===== src/hdl/rbc_pkg.sv =====
// Shared types, constants and helper functions for the region binarizer
// and 4x2 cell classifier. No dependencies.
package rbc_pkg;

  localparam int unsigned FRAME_DIM = 256;

  localparam int COORD_W    = 8;
  localparam int COLOR_W    = 8;
  localparam int COUNT_W    = 14;
  localparam int NUM_CELLS  = 8;
  localparam int CELL_IDX_W = 3;
  localparam int CFG_IDX_W  = 3;
  localparam int CFG_DATA_W = 8;
  localparam int CLASS_W    = 3;

  localparam logic [COUNT_W-1:0] COUNT_MAX = '1;

  typedef enum logic [CFG_IDX_W-1:0] {
    REG_X_MIN     = 3'd0,
    REG_Y_MIN     = 3'd1,
    REG_X_MAX     = 3'd2,
    REG_Y_MAX     = 3'd3,
    REG_THRESHOLD = 3'd4
  } cfg_reg_t;

  localparam logic [COORD_W-1:0] RST_X_MIN     = 8'd32;
  localparam logic [COORD_W-1:0] RST_Y_MIN     = 8'd160;
  localparam logic [COORD_W-1:0] RST_X_MAX     = 8'd96;
  localparam logic [COORD_W-1:0] RST_Y_MAX     = 8'd224;
  localparam logic [COLOR_W-1:0] RST_THRESHOLD = 8'd128;

  typedef enum logic [CLASS_W-1:0] {
    PIECE_NONE = 3'd0,
    PIECE_O    = 3'd1,
    PIECE_I    = 3'd2,
    PIECE_S    = 3'd3,
    PIECE_Z    = 3'd4,
    PIECE_L    = 3'd5,
    PIECE_J    = 3'd6,
    PIECE_T    = 3'd7
  } piece_t;

  // Cell pattern of each piece, indexed by class code
  localparam logic [NUM_CELLS-1:0] PIECE_PATTERN [NUM_CELLS] = '{
    8'h00, 8'h66, 8'h0F, 8'h6C, 8'hC6, 8'h2E, 8'h8E, 8'h4E
  };

  // Region geometry derived from the configuration registers
  typedef struct packed {
    logic [COORD_W-1:0] xmin;
    logic [COORD_W-1:0] xmax;
    logic [COORD_W-1:0] ymin;
    logic [COORD_W-1:0] ymax;
    logic [6:0]         cw;
    logic [7:0]         cw2;
    logic [8:0]         cw3;
    logic [8:0]         cw4;
    logic [7:0]         ch;
    logic [8:0]         ch2;
    logic [12:0]        half;
    logic [COLOR_W-1:0] thresh;
    logic               active;
  } geom_t;

  // One located pixel on its way to the counters
  typedef struct packed {
    logic                  valid;
    logic                  hit;
    logic [CELL_IDX_W-1:0] idx;
    logic                  last;
  } cell_hit_t;

  function automatic logic [COORD_W-1:0] clamp_coord(logic [COORD_W-1:0] v);
    logic [COORD_W-1:0] res;
    res = v;
    if (32'(v) > FRAME_DIM - 1) begin
      res = COORD_W'(FRAME_DIM - 1);
    end
    return res;
  endfunction

  function automatic piece_t classify(logic [NUM_CELLS-1:0] bits);
    piece_t cls;
    cls = PIECE_NONE;
    for (int k = NUM_CELLS - 1; k >= 1; k--) begin
      if (bits == PIECE_PATTERN[k]) begin
        cls = piece_t'(CLASS_W'(k));
      end
    end
    return cls;
  endfunction

endpackage


===== src/hdl/rbc_pixel_if.sv =====
// Pixel input channel: valid/ready handshake with coordinates and BGR.
// Depends on rbc_pkg.
interface rbc_pixel_if;
  logic                         valid;
  logic                         ready;
  logic [rbc_pkg::COORD_W-1:0]  pixel_x;
  logic [rbc_pkg::COORD_W-1:0]  pixel_y;
  logic [rbc_pkg::COLOR_W-1:0]  blue;
  logic [rbc_pkg::COLOR_W-1:0]  green;
  logic [rbc_pkg::COLOR_W-1:0]  red;
  logic                         frame_end;

  modport source (output valid, pixel_x, pixel_y, blue, green, red, frame_end,
                  input ready);
  modport sink (input valid, pixel_x, pixel_y, blue, green, red, frame_end,
                output ready);
endinterface


===== src/hdl/rbc_result_if.sv =====
// Result channel: valid/ready handshake with piece class and cell bits.
// Depends on rbc_pkg.
interface rbc_result_if;
  logic                           valid;
  logic                           ready;
  logic [rbc_pkg::CLASS_W-1:0]    piece_class;
  logic [rbc_pkg::NUM_CELLS-1:0]  cell_bits;

  modport source (output valid, piece_class, cell_bits, input ready);
  modport sink (input valid, piece_class, cell_bits, output ready);
endinterface


===== src/hdl/rbc_cfg_if.sv =====
// Configuration write channel: valid/ready with register index and data.
// Depends on rbc_pkg.
interface rbc_cfg_if;
  logic                            valid;
  logic                            ready;
  logic [rbc_pkg::CFG_IDX_W-1:0]   index;
  logic [rbc_pkg::CFG_DATA_W-1:0]  data;

  modport source (output valid, index, data, input ready);
  modport sink (input valid, index, data, output ready);
endinterface


===== src/hdl/region_binarize_cell_classifier_unit.sv =====
// Top level of the region binarizer and 4x2 cell classifier.
// Depends on rbc_pkg, the three channel interfaces, rbc_cfg_regs,
// rbc_locate and rbc_accum.

// Takes one pixel word per clock. A pixel passes an input register, where
// its cell and white test are worked out, then a hit register that feeds
// the eight cell counters; a frame-end word's result is written to the output
// register when the counters take that word. Input ready drops only
// while a frame-end word sits at the counters and the previous result has
// not been taken; other pixels keep flowing while a result waits. Register
// writes take effect at once and are meant for idle periods only.
module region_binarize_cell_classifier_unit (
  input  logic         clk,
  input  logic         rst_n,
  rbc_pixel_if.sink    in_pix,
  rbc_result_if.source out_res,
  rbc_cfg_if.sink      cfg_wr
);

  rbc_pkg::geom_t     geom;
  rbc_pkg::cell_hit_t hit;
  logic               b_move;

  rbc_cfg_regs u_cfg_regs (
    .clk   (clk),
    .rst_n (rst_n),
    .cfg   (cfg_wr),
    .geom  (geom)
  );

  rbc_locate u_locate (
    .clk    (clk),
    .rst_n  (rst_n),
    .in_pix (in_pix),
    .geom   (geom),
    .b_move (b_move),
    .hit    (hit)
  );

  rbc_accum u_accum (
    .clk     (clk),
    .rst_n   (rst_n),
    .hit     (hit),
    .geom    (geom),
    .b_move  (b_move),
    .out_res (out_res)
  );

`ifndef SYNTHESIS
  // Input backpressure only comes from a blocked frame-end word
  a_stall_cause: assert property (@(posedge clk) disable iff (!rst_n)
    !in_pix.ready |-> (hit.valid && hit.last && out_res.valid && !out_res.ready))
    else $error("input stalled without a blocked frame-end word");

  // A new result follows a frame-end word at the counters
  a_result_src: assert property (@(posedge clk) disable iff (!rst_n)
    $rose(out_res.valid) |-> $past(hit.valid && hit.last))
    else $error("result raised without a frame-end word");

  // An empty or too small region reports no cells
  a_empty_region: assert property (@(posedge clk) disable iff (!rst_n)
    (out_res.valid && !geom.active) |-> (out_res.cell_bits == '0))
    else $error("cell bits set for an empty region");
`endif

endmodule


===== src/hdl/rbc_cfg_regs.sv =====
// Configuration registers and the region geometry derived from them.
// Depends on rbc_pkg and rbc_cfg_if.
module rbc_cfg_regs (
  input  logic           clk,
  input  logic           rst_n,
  rbc_cfg_if.sink        cfg,
  output rbc_pkg::geom_t geom
);

  logic [rbc_pkg::COORD_W-1:0] x_min_r, x_min_nxt;
  logic [rbc_pkg::COORD_W-1:0] y_min_r, y_min_nxt;
  logic [rbc_pkg::COORD_W-1:0] x_max_r, x_max_nxt;
  logic [rbc_pkg::COORD_W-1:0] y_max_r, y_max_nxt;
  logic [rbc_pkg::COLOR_W-1:0] thresh_r, thresh_nxt;

  logic [rbc_pkg::COORD_W-1:0] xmin, xmax, ymin, ymax;
  logic [8:0]                  span_x, span_y;
  logic [6:0]                  cw;
  logic [7:0]                  ch;
  logic [14:0]                 area;

  assign cfg.ready = 1'b1;

  always_comb begin
    x_min_nxt  = x_min_r;
    y_min_nxt  = y_min_r;
    x_max_nxt  = x_max_r;
    y_max_nxt  = y_max_r;
    thresh_nxt = thresh_r;
    if (cfg.valid) begin
      unique case (cfg.index)
        rbc_pkg::REG_X_MIN:     x_min_nxt  = cfg.data;
        rbc_pkg::REG_Y_MIN:     y_min_nxt  = cfg.data;
        rbc_pkg::REG_X_MAX:     x_max_nxt  = cfg.data;
        rbc_pkg::REG_Y_MAX:     y_max_nxt  = cfg.data;
        rbc_pkg::REG_THRESHOLD: thresh_nxt = cfg.data;
        default: ;
      endcase
    end
  end

  always_ff @(posedge clk) begin
    if (!rst_n) begin
      x_min_r  <= rbc_pkg::RST_X_MIN;
      y_min_r  <= rbc_pkg::RST_Y_MIN;
      x_max_r  <= rbc_pkg::RST_X_MAX;
      y_max_r  <= rbc_pkg::RST_Y_MAX;
      thresh_r <= rbc_pkg::RST_THRESHOLD;
    end else begin
      x_min_r  <= x_min_nxt;
      y_min_r  <= y_min_nxt;
      x_max_r  <= x_max_nxt;
      y_max_r  <= y_max_nxt;
      thresh_r <= thresh_nxt;
    end
  end

  always_comb begin
    xmin = rbc_pkg::clamp_coord(x_min_r);
    ymin = rbc_pkg::clamp_coord(y_min_r);
    xmax = rbc_pkg::clamp_coord(x_max_r);
    ymax = rbc_pkg::clamp_coord(y_max_r);
    // Inverted range gives an empty span
    span_x = (xmax >= xmin) ? ({1'b0, xmax} - {1'b0, xmin} + 9'd1) : 9'd0;
    span_y = (ymax >= ymin) ? ({1'b0, ymax} - {1'b0, ymin} + 9'd1) : 9'd0;
    cw   = span_x[8:2];
    ch   = span_y[8:1];
    area = 15'(cw) * 15'(ch);

    geom.xmin   = xmin;
    geom.xmax   = xmax;
    geom.ymin   = ymin;
    geom.ymax   = ymax;
    geom.cw     = cw;
    geom.cw2    = {cw, 1'b0};
    geom.cw4    = {cw, 2'b00};
    geom.cw3    = {2'b00, cw} + {1'b0, cw, 1'b0};
    geom.ch     = ch;
    geom.ch2    = {ch, 1'b0};
    geom.half   = area[13:1];
    geom.thresh = thresh_r;
    geom.active = (cw != 7'd0) && (ch != 8'd0);
  end

endmodule


===== src/hdl/rbc_locate.sv =====
// Input register plus cell lookup and white test; registers the cell hit.
// Depends on rbc_pkg and rbc_pixel_if.
module rbc_locate (
  input  logic               clk,
  input  logic               rst_n,
  rbc_pixel_if.sink          in_pix,
  input  rbc_pkg::geom_t     geom,
  input  logic               b_move,
  output rbc_pkg::cell_hit_t hit
);

  logic                        a_valid_r, a_valid_nxt;
  logic [rbc_pkg::COORD_W-1:0] a_x_r, a_y_r;
  logic [rbc_pkg::COLOR_W-1:0] a_b_r, a_g_r, a_r_r;
  logic                        a_last_r;
  logic                        load;

  rbc_pkg::cell_hit_t hit_r, hit_nxt;

  logic [rbc_pkg::COORD_W-1:0] dx, dy;
  logic [8:0]                  dx9, dy9;
  logic                        in_x, in_y;
  logic                        col_ok, row_ok;
  logic [1:0]                  col;
  logic                        row;
  logic [9:0]                  sum;
  logic                        white;

  assign in_pix.ready = !a_valid_r || b_move;
  assign load         = in_pix.valid && in_pix.ready;
  assign a_valid_nxt  = in_pix.ready ? in_pix.valid : a_valid_r;

  always_ff @(posedge clk) begin
    if (!rst_n) begin
      a_valid_r <= 1'b0;
    end else begin
      a_valid_r <= a_valid_nxt;
    end
  end

  always_ff @(posedge clk) begin
    if (load) begin
      a_x_r    <= in_pix.pixel_x;
      a_y_r    <= in_pix.pixel_y;
      a_b_r    <= in_pix.blue;
      a_g_r    <= in_pix.green;
      a_r_r    <= in_pix.red;
      a_last_r <= in_pix.frame_end;
    end
  end

  always_comb begin
    in_x = (a_x_r >= geom.xmin) && (a_x_r <= geom.xmax) &&
           (32'(a_x_r) < rbc_pkg::FRAME_DIM);
    in_y = (a_y_r >= geom.ymin) && (a_y_r <= geom.ymax) &&
           (32'(a_y_r) < rbc_pkg::FRAME_DIM);
    dx  = a_x_r - geom.xmin;
    dy  = a_y_r - geom.ymin;
    dx9 = {1'b0, dx};
    dy9 = {1'b0, dy};

    // Column by comparing the offset against multiples of the cell width;
    // leftover columns past four full cells fall out
    col_ok = 1'b1;
    if (dx9 < {2'b00, geom.cw}) begin
      col = 2'd0;
    end else if (dx9 < {1'b0, geom.cw2}) begin
      col = 2'd1;
    end else if (dx9 < geom.cw3) begin
      col = 2'd2;
    end else if (dx9 < geom.cw4) begin
      col = 2'd3;
    end else begin
      col    = 2'd0;
      col_ok = 1'b0;
    end

    row_ok = 1'b1;
    if (dy9 < {1'b0, geom.ch}) begin
      row = 1'b0;
    end else if (dy9 < geom.ch2) begin
      row = 1'b1;
    end else begin
      row    = 1'b0;
      row_ok = 1'b0;
    end

    sum   = 10'(a_r_r) + 10'(a_g_r) + 10'(a_b_r);
    white = sum[9:2] >= geom.thresh;

    hit_nxt.valid = a_valid_r;
    hit_nxt.hit   = geom.active && in_x && in_y && col_ok && row_ok && white;
    // Top row lands in the upper nibble
    hit_nxt.idx   = {!row, col};
    hit_nxt.last  = a_last_r;
  end

  always_ff @(posedge clk) begin
    if (!rst_n) begin
      hit_r <= '0;
    end else if (b_move) begin
      hit_r <= hit_nxt;
    end
  end

  assign hit = hit_r;

endmodule


===== src/hdl/rbc_accum.sv =====
// Per-cell white counters, majority test, piece lookup and result register.
// Depends on rbc_pkg and rbc_result_if.
module rbc_accum (
  input  logic               clk,
  input  logic               rst_n,
  input  rbc_pkg::cell_hit_t hit,
  input  rbc_pkg::geom_t     geom,
  output logic               b_move,
  rbc_result_if.source       out_res
);

  logic [rbc_pkg::COUNT_W-1:0]   count_r   [rbc_pkg::NUM_CELLS];
  logic [rbc_pkg::COUNT_W-1:0]   count_nxt [rbc_pkg::NUM_CELLS];
  logic [rbc_pkg::NUM_CELLS-1:0] inc;
  logic [rbc_pkg::NUM_CELLS-1:0] bits_nxt;
  logic [rbc_pkg::NUM_CELLS-1:0] bits_r;
  rbc_pkg::piece_t               class_r;
  logic                          out_valid_r, out_valid_nxt;
  logic                          take, emit;
  logic [rbc_pkg::COUNT_W-1:0]   half_w;

  // Hold only a frame-end word whose result slot is still occupied
  assign b_move = !(hit.valid && hit.last && out_valid_r && !out_res.ready);
  assign take   = hit.valid && b_move;
  assign emit   = take && hit.last;
  assign half_w = {1'b0, geom.half};

  always_comb begin
    for (int k = 0; k < rbc_pkg::NUM_CELLS; k++) begin
      inc[k] = hit.hit && (hit.idx == rbc_pkg::CELL_IDX_W'(k)) &&
               (count_r[k] != rbc_pkg::COUNT_MAX);
      count_nxt[k] = count_r[k];
      if (take) begin
        if (hit.last) begin
          count_nxt[k] = '0;
        end else if (inc[k]) begin
          count_nxt[k] = count_r[k] + 1'b1;
        end
      end
      // Majority on the count including this word's increment
      bits_nxt[k] = geom.active &&
                    ((count_r[k] > half_w) || (inc[k] && (count_r[k] == half_w)));
    end
  end

  always_ff @(posedge clk) begin
    if (!rst_n) begin
      for (int k = 0; k < rbc_pkg::NUM_CELLS; k++) begin
        count_r[k] <= '0;
      end
    end else begin
      count_r <= count_nxt;
    end
  end

  assign out_valid_nxt = emit ? 1'b1 : (out_res.ready ? 1'b0 : out_valid_r);

  always_ff @(posedge clk) begin
    if (!rst_n) begin
      out_valid_r <= 1'b0;
    end else begin
      out_valid_r <= out_valid_nxt;
    end
  end

  always_ff @(posedge clk) begin
    if (emit) begin
      bits_r  <= bits_nxt;
      class_r <= rbc_pkg::classify(bits_nxt);
    end
  end

  assign out_res.valid       = out_valid_r;
  assign out_res.cell_bits   = bits_r;
  assign out_res.piece_class = class_r;

endmodule


===== src/flat_wrapper.sv =====
// flat-port wrapper written by rule: the top's interface ports become plain ports
module region_binarize_cell_classifier_unit_flat 
  (clk, rst_n, in_pix_valid, in_pix_pixel_x, in_pix_pixel_y, in_pix_blue, in_pix_green, in_pix_red, in_pix_frame_end, in_pix_ready, out_res_valid, out_res_piece_class, out_res_cell_bits, out_res_ready, cfg_wr_valid, cfg_wr_index, cfg_wr_data, cfg_wr_ready);
  rbc_pixel_if in_pix_i ();
  rbc_result_if out_res_i ();
  rbc_cfg_if cfg_wr_i ();
  input  logic clk;
  input  logic rst_n;
  input wire logic [$bits(in_pix_i.valid)-1:0] in_pix_valid;
  input wire logic [$bits(in_pix_i.pixel_x)-1:0] in_pix_pixel_x;
  input wire logic [$bits(in_pix_i.pixel_y)-1:0] in_pix_pixel_y;
  input wire logic [$bits(in_pix_i.blue)-1:0] in_pix_blue;
  input wire logic [$bits(in_pix_i.green)-1:0] in_pix_green;
  input wire logic [$bits(in_pix_i.red)-1:0] in_pix_red;
  input wire logic [$bits(in_pix_i.frame_end)-1:0] in_pix_frame_end;
  output wire logic [$bits(in_pix_i.ready)-1:0] in_pix_ready;
  output wire logic [$bits(out_res_i.valid)-1:0] out_res_valid;
  output wire logic [$bits(out_res_i.piece_class)-1:0] out_res_piece_class;
  output wire logic [$bits(out_res_i.cell_bits)-1:0] out_res_cell_bits;
  input wire logic [$bits(out_res_i.ready)-1:0] out_res_ready;
  input wire logic [$bits(cfg_wr_i.valid)-1:0] cfg_wr_valid;
  input wire logic [$bits(cfg_wr_i.index)-1:0] cfg_wr_index;
  input wire logic [$bits(cfg_wr_i.data)-1:0] cfg_wr_data;
  output wire logic [$bits(cfg_wr_i.ready)-1:0] cfg_wr_ready;
  assign in_pix_i.valid = in_pix_valid;
  assign in_pix_i.pixel_x = in_pix_pixel_x;
  assign in_pix_i.pixel_y = in_pix_pixel_y;
  assign in_pix_i.blue = in_pix_blue;
  assign in_pix_i.green = in_pix_green;
  assign in_pix_i.red = in_pix_red;
  assign in_pix_i.frame_end = in_pix_frame_end;
  assign in_pix_ready = in_pix_i.ready;
  assign out_res_valid = out_res_i.valid;
  assign out_res_piece_class = out_res_i.piece_class;
  assign out_res_cell_bits = out_res_i.cell_bits;
  assign out_res_i.ready = out_res_ready;
  assign cfg_wr_i.valid = cfg_wr_valid;
  assign cfg_wr_i.index = cfg_wr_index;
  assign cfg_wr_i.data = cfg_wr_data;
  assign cfg_wr_ready = cfg_wr_i.ready;
  region_binarize_cell_classifier_unit u_core (.clk(clk), .rst_n(rst_n), .in_pix(in_pix_i), .out_res(out_res_i), .cfg_wr(cfg_wr_i));
endmodule

===== config.mk =====
export PLATFORM = sky130hd
export DESIGN_NAME = region_binarize_cell_classifier_unit_flat
export DESIGN_NICKNAME = d
export VERILOG_FILES = /design/src/hdl/rbc_pkg.sv /design/src/hdl/rbc_pixel_if.sv /design/src/hdl/rbc_result_if.sv /design/src/hdl/rbc_cfg_if.sv /design/src/hdl/region_binarize_cell_classifier_unit.sv /design/src/hdl/rbc_cfg_regs.sv /design/src/hdl/rbc_locate.sv /design/src/hdl/rbc_accum.sv /design/src/flat_wrapper.sv
export SDC_FILE = /design/constraint.sdc
export NUM_CORES = 1
export LEC_CHECK = 0
export BUFFER_PORTS_ARGS = -buffer_cell sky130_fd_sc_hd__buf_2
export CORE_AREA = 4 4 213 215
export DETAILED_ROUTE_END_ITERATION = 7
export DIE_AREA = 0 0 217 219
export SLEW_MARGIN = 20
export SYNTH_ARGS = -nofsm -noshare
export SYNTH_HDL_FRONTEND = slang
export SYNTH_SLANG_ARGS = --single-unit

===== constraint.sdc =====
create_clock -name clk -period 8.37 [get_ports clk]
set_input_delay 0.4185 -clock clk [delete_from_list [all_inputs] [get_ports clk]]
set_output_delay 0.4185 -clock clk [all_outputs]
set_load 0.03 [all_outputs]

==> summary.md <==
| Metric | Value |
|---|---|
| Startpoint class of the critical path | `register` |
| Cell mode on critical path | `inv_2` |
| Cell count after synthesis | `1948` |
| Time the worst path needs with I/O delays and setup | `8.38 ns` |
| Crit path max fanout | `4` |
| Clock sinks | `212` |
| Max-cap violations | `0` |
| FFs w/ async S/R, synth | `0%` |
| Hold Vio Cnt, Final | `0` |
| Pin count of the biggest net entering global routing | `67` |
| Part of the power in registers | `26.6%` |
| Post-DRT Antenna Nets | `0` |
| Initial core utilization | `39.3%` |
| First-pass GRT wire length | `74.4 mm` |
| Fmax | `119 MHz` |
| Failing checks | `setup timing` |
| Slew HR | `35.5%` |
| DP Area | `18900 sq um` |
| Status | `complete, but fails checks` |
| Met2 usage | `33.3%` |
| Leakage power | `8.58 nW` |
| Root Buffer | `clkbuf_16` |
| Die W | `217 um` |
| Gp weighted congestion | `0.882` |
| Ratio of cells with drive above 1 in the final layout | `17.1%` |
| Syn Std Cell Area | `17200 sq um` |
| Core Util, Final | `46.6%` |
| CTS Buffer Depth | `3` |
| Post-synth top area share | `18.6%` |
| Post-DP HPWL | `35.6 mm` |
| Port bufs | `69` |
| Combinational power share | `47.1%` |
| Psw | `0.00158 W` |
| Yosys warns | `0` |
| DP Cell Count | `2650` |
| Worst Setup End Kind | `register` |
| CTS tree | `built` |
| Clock skew | `0.0183 ns` |
| Hold Crit Class | `in -> reg` |
| Seq/Total Area, Yosys | `27.7%` |
| Cts bufs inserted | `26` |
| Synthesized flop and latch total | `212` |
| Vias in the first global route | `14500` |
| M3 GR Usage | `2.64%` |
| Post-synth EDFFs | `52` |
| Tcrit/Tclk final | `100%` |
| Via Count | `14700` |
| Synth top area cells | `dfxtp_1, ha_1, edfxtp_1` |
| Mapped Nets | `2307` |
| GRT Max-Usage Layer | `met2` |
| Area leader, netlist | `dfxtp_1` |
| Arrival time at the worst endpoint | `8.67 ns` |
| DR vias/cell | `5.36` |
| Top-count cell post-synth | `ha_1` |
| Detailed-router iteration count before antenna repair | `6` |
| Commonest cells in the netlist | `ha_1, nor2_1, nand2_1` |
| Power per cell area | `206 nW/um^2` |
| Diodes inserted | `0` |
| Layout area overhead | `18.5%` |
| Core footprint | `43700 sq um` |
| Setup CP Type | `reg -> reg` |
| Worst vdd ir | `171 uV` |
| WL/cell | `17.1 um` |
| Die Y | `219 um` |
| Place WS | `-0.155 ns` |
| Worst EP required | `8.67 ns` |
| Setup-failing EPs final | `1` |
| Syn Area/Cell | `8.82 sq um` |
| Fillcell total | `4231` |
| Area of the die | `47500 sq um` |
| Setup WS post-layout | `-0.00865 ns` |
| Worst Tran Pin Value | `0.963 ns` |
| Initial DRC Count | `809` |
| Top_reg_cell synth | `dfxtp_1` |
| Max-slew violations | `0` |
| Grt ovf | `0` |
| Slowest-stage cell, CP | `fa_2` |
| Gr usage total | `19.1%` |
| Max incr delay on CP | `0.56 ns` |
| Power, Total | `0.00420 W` |
| Final wirelength | `46.8 mm` |
| Clock slew at reported path FFs | `0.06 ns` |
| # H-tree levels | `1` |
| DRC errors left | `0` |
| Internal power | `0.00263 W` |
| I/O pin count | `71` |
| RSZ-0062 raised after global routing | `true` |
| Std cell rows | `77` |
| Layout Cells excl Fill | `2734` |
| Initial antenna violation count | `0` |
| Sw Share | `37.5%` |
| M1 GR Usage | `24.5%` |
| Clk pwr share | `26.3%` |
| Synth unique cells | `95` |
| Fin nets | `2483` |
| Design area | `20400 sq um` |
| Skew-Pair Late Insertion Delay | `0.55 ns` |
[kinds of logic (layout without fill, tap and decap cells)]
| family | after synthesis | count (layout) | share of synthesized area [%] |
|---|---|---|---|
| AND/OR/NAND/NOR | 704 | 704 | 20.2 |
| AO/OA/AOI/OAI | 412 | 412 | 16.6 |
| adder cells (fa/ha/maj) | 303 | 303 | 24.1 |
| flip-flops | 212 | 212 | 27.7 |
| buffers and inverters | 184 | 378 | 4.24 |
| XOR/XNOR | 130 | 130 | 7.07 |
| multiplexers | 2 | 2 | 0.116 |
| other | 1 | 1 | 0.0218 |
[repair_timing]
| action | in CTS | in global routing |
|---|---|---|
| gates resized for setup | 28 | 45 |
| endpoints found under the setup margin | 2 | 5 |
| pin swaps | 11 | 39 |
| buffers inserted | 21 | 18 |
| hold buffers | 0 | 0 |
| cloned | 0 | 0 |
[critical path, delay by kind of cell, from the launching register on]
family                     cells  cell delay, ns
xor gates and xnor gates       3            0.44
AOI/OAI and AO/OA             16            3.33
adders and majority gates      8            3.08
and+or+nand+nor                4            0.62
buffers and inverters          6            0.32
DFF                            1            0.33
[layer usage]
| metal | vias up | part of all wire (%) |
|---|---|---|
| met4 | 0 | 3.4 |
| met1 | 6962 | 45 |
| met2 | 277 | 48 |
| met3 | 94 | 4.1 |
| li1 | 7325 | - |
| met5 | - | 0 |
[area by class of cell]
cell class	count	area, sq um	area share, %
clock inverters	14	120	0.590
repair buffers	195	1290	6.36
flip-flops and latches	212	4770	23.4
clock buffers	32	714	3.51
inverters	137	514	2.53
well taps	592	741	3.64
multi-input cells	1552	12200	60.0
[per-stage QoR]
step	hold WS, ns	TNS [ns]
after floorplan	0.434	-0.0284
after global placement	0.456	0
after detailed placement	0.463	-0.301
after CTS	0.0252	0
after global routing	0.0286	-0.842
final	0.0528	-0.00865
[layout by cell type (no fill, tap or decap), types with 7 or more instances in the layout]
cell       synthesis  final
nor3_1            28     26
and3_1            16     16
nor2b_1           39     37
o21bai_1           8      8
nor4_1             8      7
o211ai_1          18     18
o2111ai_1         12     12
dfxtp_1          160    155
nand2b_1          22     20
clkinv_2           0      8
ha_4               0     10
a21boi_0          39     39
and4_1            13     13
nand2_1          187    182
ha_1             255    242
a21o_1            42     42
a21oi_1          104     99
a211oi_1          11      8
or3_1             27     27
nor2_1           192    182
xor2_1            70     69
a211oi_2           4      7
a311oi_1           8      7
nor2_2             1      8
fa_1              47     42
inv_1            136    124
clkbuf_16          0     27
buf_4              2    125
buf_2              1     69
o21ai_0           65     64
edfxtp_1          52     52
inv_2              1     13
a31oi_1            9      8
o21a_1            23     22
nand4_1           40     40
nand3_1           78     77
xnor2_1           54     52
[state kept, by name (all words and copies together), names as in the netlist]
register,cells
u_core.u_accum.out_res.piece_class,3
u_core.u_locate.a_y_r,8
u_core.u_cfg_regs.x_min_r,8
u_core.u_accum.out_res.cell_bits,8
u_core.u_accum.out_res.valid,1
u_core.u_locate.a_g_r,8
u_core.u_locate.a_b_r,8
u_core.u_locate.a_r_r,8
u_core.u_cfg_regs.thresh_r,8
u_core.u_cfg_regs.x_max_r,8
u_core.u_locate.a_x_r,8
u_core.u_accum.count_r,112
u_core.u_locate.a_valid_r,1
u_core.u_cfg_regs.y_min_r,8
u_core.u_locate.hit,6
u_core.u_locate.a_last_r,1
u_core.u_cfg_regs.y_max_r,8
[worst paths after layout]
check	start	end	slack, ns	cells past startpoint
hold reg to reg	u_core.u_cfg_regs.thresh_r[5]	u_core.u_cfg_regs.thresh_r[5]	0.47	2
hold / removal	in_pix_pixel_x[2]	u_core.u_locate.a_x_r[2]	0.05	1
setup / recovery	u_core.u_cfg_regs.x_min_r[2]	u_core.u_accum.out_res.piece_class[2]	-0.009	37
setup reg to reg	u_core.u_cfg_regs.x_min_r[2]	u_core.u_accum.out_res.piece_class[2]	-0.009	37
[power groups by stage]
stage	logic [W]	registers, W	clock network, W
after floorplan	0.00120	0.00113	0
after detailed placement	0.00182	0.00114	0
after CTS	0.00187	0.00112	0.00114
after global routing	0.00219	0.00112	0.00118
after global placement	0.00178	0.00114	0
final	0.00198	0.00112	0.00111
(Power assumes the default switching activity.)
